--- src/decimal_lsd_radix_sort_macros.svh ---
// Assertion macros shared by the sort block.
`ifndef DECIMAL_LSD_RADIX_SORT_MACROS_SVH
`define DECIMAL_LSD_RADIX_SORT_MACROS_SVH
// Same-cycle implication.
`define DLRS_ASSERT_NOW(lbl, ante, cons, msg) \
  lbl: assert property (@(posedge clk_i) disable iff (!rst_ni) (ante) |-> (cons)) \
    else $error(msg);
// Next-cycle implication.
`define DLRS_ASSERT_NEXT(lbl, ante, cons, msg) \
  lbl: assert property (@(posedge clk_i) disable iff (!rst_ni) (ante) |=> (cons)) \
    else $error(msg);
`endif

--- src/dlrs_ram.sv ---
`timescale 1ns / 1ps
// ----------------------------------------------------------------------------
// Generic RAM
// One write port and one read port, read data registered.
// ----------------------------------------------------------------------------
module dlrs_ram #(
  parameter int unsigned WIDTH = 8,
  parameter int unsigned DEPTH = 16
) (
  input  logic                     clk_i,
  input  logic                     we_i,
  input  logic [$clog2(DEPTH)-1:0] waddr_i,
  input  logic [WIDTH-1:0]         wdata_i,
  input  logic [$clog2(DEPTH)-1:0] raddr_i,
  output logic [WIDTH-1:0]         rdata_o
);
  logic [WIDTH-1:0] mem [DEPTH];

  always_ff @(posedge clk_i) begin
    if (we_i) begin
      mem[waddr_i] <= wdata_i;
    end
    rdata_o <= mem[raddr_i];
  end
endmodule

--- config.mk ---
export PLATFORM = sky130hd
export DESIGN_NAME = dlrs_ram
export DESIGN_NICKNAME = d
export VERILOG_FILES = /design/src/decimal_lsd_radix_sort_macros.svh /design/src/dlrs_ram.sv
export SDC_FILE = /design/constraint.sdc
export NUM_CORES = 1
export LEC_CHECK = 0
export BUFFER_PORTS_ARGS = -buffer_cell sky130_fd_sc_hd__buf_4
export CELL_PAD_IN_SITES_DETAIL_PLACEMENT = 2
export CELL_PAD_IN_SITES_GLOBAL_PLACEMENT = 2
export CORE_MARGIN = 1
export CORE_UTILIZATION = 40
export CTS_CLUSTER_DIAMETER = 200
export DETAILED_ROUTE_END_ITERATION = 10
export MAX_ROUTING_LAYER = met4
export PLACE_DENSITY = 0.77
export SETUP_SLACK_MARGIN = 0.05
export SYNTH_ARGS = -nofsm -noshare
export SYNTH_HDL_FRONTEND = slang
export SYNTH_SLANG_ARGS = --single-unit
--- constraint.sdc ---
create_clock -name clk_i -period 2.7 [get_ports clk_i]
set_input_delay 0.54 -clock clk_i [delete_from_list [all_inputs] [get_ports clk_i]]
set_output_delay 0.54 -clock clk_i [all_outputs]
set_load 0.02 [all_outputs]
Yosys cells after proc, flatten, opt, wreduce, memory -nomap -nowiden. Memory sizes are Yosys's and may differ from the RTL's. A register that Yosys moved wholly into a read port is not among the register bits. Index checks and enable logic that the tools add are counted. W data, S select, Z words.

Bits in registers: 0. Input port bits: 18. Memory bits (writable): 128. Memories: 1. Output and inout port bits: 8. Word-level logic and storage cells: 3.

Memory list: mem (words 16, bits a word 8, rd ports 1, clocked after memory_dff 1, write ports 1, line dlrs_ram.sv:17) `logic [WIDTH-1:0] mem [DEPTH];`.

Muxes and demuxes: 2.

Operators with widths (number): $mux W1 (2).

Logic depth before layout (Yosys ltp).
Word-level depth: 2. Gate-level depth with buffers: 5. Depth with buffers taken out: 3.

Worst setup path before layout. Ideal clock, no wire load.

Kind: input-to-reg. Start point: input waddr_i[2]. End point: memory mem[0][0] (enable). Path buffers: 0. Stages: 2. Slack: 667 ps. Data required time: 2317 ps. Arrival: 1650 ps. Library setup time: 383 ps. Cells stage by stage: or3b_2 nor3_1.

RTL lines: from (decl) (line dlrs_ram.sv:12) `input logic [$clog2(DEPTH)-1:0] waddr_i,`; to (decl) (line dlrs_ram.sv:17).

No word-level cell before the write port.

==> impl_metrics.json <==
{
  "status": "finished clean",
  "n_fill_cell": 1107,
  "dr.pass1.iters": 4,
  "coreArea_um2": 12600,
  "start_util_pct": 41.0,
  "r2r_start": "mem[0][0]$_DFFE_PP_",
  "tightest_slew_ps": 824,
  "drv_slew": 0,
  "crit_fanout": 15,
  "yosys_warnings": 0,
  "period_needed_ps": 1730,
  "stdcell_count": 465,
  "n_antenna_cell": 0,
  "final_common_cell": "edfxtp_1",
  "grt_pass1_vias": 2722,
  "post_cts_buffers": 0,
  "cts_buffers": 17,
  "ant_nets": 0,
  "cp.required_ps": 3000,
  "fp.dieH_um": 115,
  "avgSynthCellArea_um2": 22.5,
  "io_buffer_count": 25,
  "grt_usage_pct": 21.0,
  "antenna_found_initial": 0,
  "htree_levels": 4,
  "via_per_inst": 5.35,
  "yosysTopAreaCellShare_pct": 74.7,
  "finalCritPeriodShare_pct": 64.0,
  "yosys.area.top_type": "edfxtp_1",
  "power_density_nw_per_um2": 788,
  "clkSlewWorstSetupHoldPaths_ps": 60,
  "cts_max_path_buffers": 2,
  "pin_count": 26,
  "syn_nets": 247,
  "ys_seq_elements": 136,
  "whs_path_depth": 1,
  "globalRouteOverflowTotal": 0,
  "hold_viol": 0,
  "dp_hpwl_um": 7880,
  "arrival_ps": 2030,
  "finalSetupViolCount": 0,
  "endpoint": "rdata_o[2]$_DFF_P_",
  "end_kind": "register",
  "fmaxAchievable_ghz": 0.579,
  "worstSetupStartpointType": "input port",
  "grt_max_degree": 33,
  "yosysSeqAreaShare_pct": 77.8,
  "rrSetupSlack_ps": 1290,
  "r2r_cells": 3,
  "p_leak_uw": 0.00210,
  "netlist_area_um2": 5150,
  "finalClockSkew_ps": 7.13,
  "synthCells": 229,
  "ir_worst_vdd_mv": 0.445,
  "synth_area_leaders": "edfxtp_1, mux4_2, mux4_1",
  "worstSetupPathType": "input port to register",
  "synth_cell_type_count": 19,
  "rsz0062_at_grt": "false",
  "max_cap_viol_count": 0,
  "clock-sinks": 136,
  "num_vias": 2490,
  "drc": 0,
  "slew_headroom_pct": 44.8,
  "cts_tree": "done",
  "die-area_um2": 13300,
  "p_total_uw": 4880,
  "final_layout_size_suffix_gt1_share_pct": 30.7,
  "cts_hold_buffers": 0,
  "min_path_type": "input port to register",
  "placed_cells": 433,
  "die_w_um": 115,
  "post_cts_resized": 0,
  "clkLatencyLatePin_ps": 420,
  "routedWlPerCell_um": 26.1,
  "drt_wl_total_um": 12100,
  "fin_setup_tns_ps": 0,
  "root_buffer": "clkbuf_16",
  "rows": 41,
  "synthToLayoutAreaGrowth_pct": 20.2,
  "utilization_pct": 49.2,
  "grt_pass1_wl_um": 18000,
  "r2r-end": "rdata_o[0]$_DFF_P_",
  "final_cell_mix": "edfxtp_1, buf_4, clkbuf_16",
  "drtIter0Drc": 161,
  "crit_start": "raddr_i[0]",
  "nets": 298,
  "place.gp.congestion": 0.719
}
-- power breakdown --
part	switching, µW	internal (µW)	total, µW
Sequential	15.4	2360	2380
Combinational	149	108	256
Clock	840	1400	2240
Total	1000	3870	4880
-- layer usage --
metal	routed length, µm	global-route usage [%]	part of all wire (%)
met1	5320	25.3	44
met5	0	-	0
met4	207	7.88	1.7
met3	412	5.33	3.4
met2	6190	34.3	51
-- cell families after synthesis --
family	share of synthesized area, %
DFF	77.8
and+or+nand+nor	3.18
muxes	15.0
AOI/OAI and AO/OA	2.33
buffers and inverters	1.68
-- synth_stat cells --
library cell	instances
edfxtp_1	128
mux4_2	18
a22oi_1	16
mux4_1	14
nor2_1	13
nand2_1	9
dfxtp_1	8
nor3_1	4
buf_2	3
buf_6	3
clkdlybuf4s25_2	3
nand2b_1	2
nand3b_1	2
and2_1	1
and2b_1	1
buf_4	1
nand3_1	1
nor2b_1	1
or3b_2	1
-- sequential cells by signal, indices dropped and copies added, names as in the netlist --
register	cells
rdata_o	8
mem	128
-- stage by stage --
step	instance area, µm²	worst slack, ps	hold slack, ps
after floorplan	5150	667	629
after global placement	5600	576	646
after detailed placement	5600	509	677
after CTS	6190	959	434
after global routing	6190	841	448
final	6190	972	445
-- worst min-delay path by stage --
stage / slack, ps / end / startpoint
floorplan: 630 / rdata_o[0]$_DFF_P_ / mem[7][0]$_DFFE_PP_
global placement: 650 / rdata_o[4]$_DFF_P_ / mem[15][4]$_DFFE_PP_
detailed placement: 680 / rdata_o[2]$_DFF_P_ / mem[8][2]$_DFFE_PP_
CTS: 430 / mem[6][5]$_DFFE_PP_ / wdata_i[5]
global route: 450 / mem[10][3]$_DFFE_PP_ / wdata_i[3]
finish: 450 / mem[7][5]$_DFFE_PP_ / wdata_i[5]
-- critical path, stage by stage --
cell,delay (ps)
buf_4,280
buf_12,220
mux4_1,570
a22oi_1,310
nand2_1,90
-- cell type report --
| type | instances | area, µm² | share of cell area [%] |
|---|---|---|---|
| clock inverter | 6 | 32.5 | 0.526 |
| tap | 172 | 215 | 3.48 |
| timing repair buffer | 42 | 328 | 5.30 |
| multi-input combinational | 83 | 1060 | 17.1 |
| clock buffer | 26 | 553 | 8.93 |
| sequential | 136 | 4000 | 64.7 |
Power figures use the tool's default switching activity.
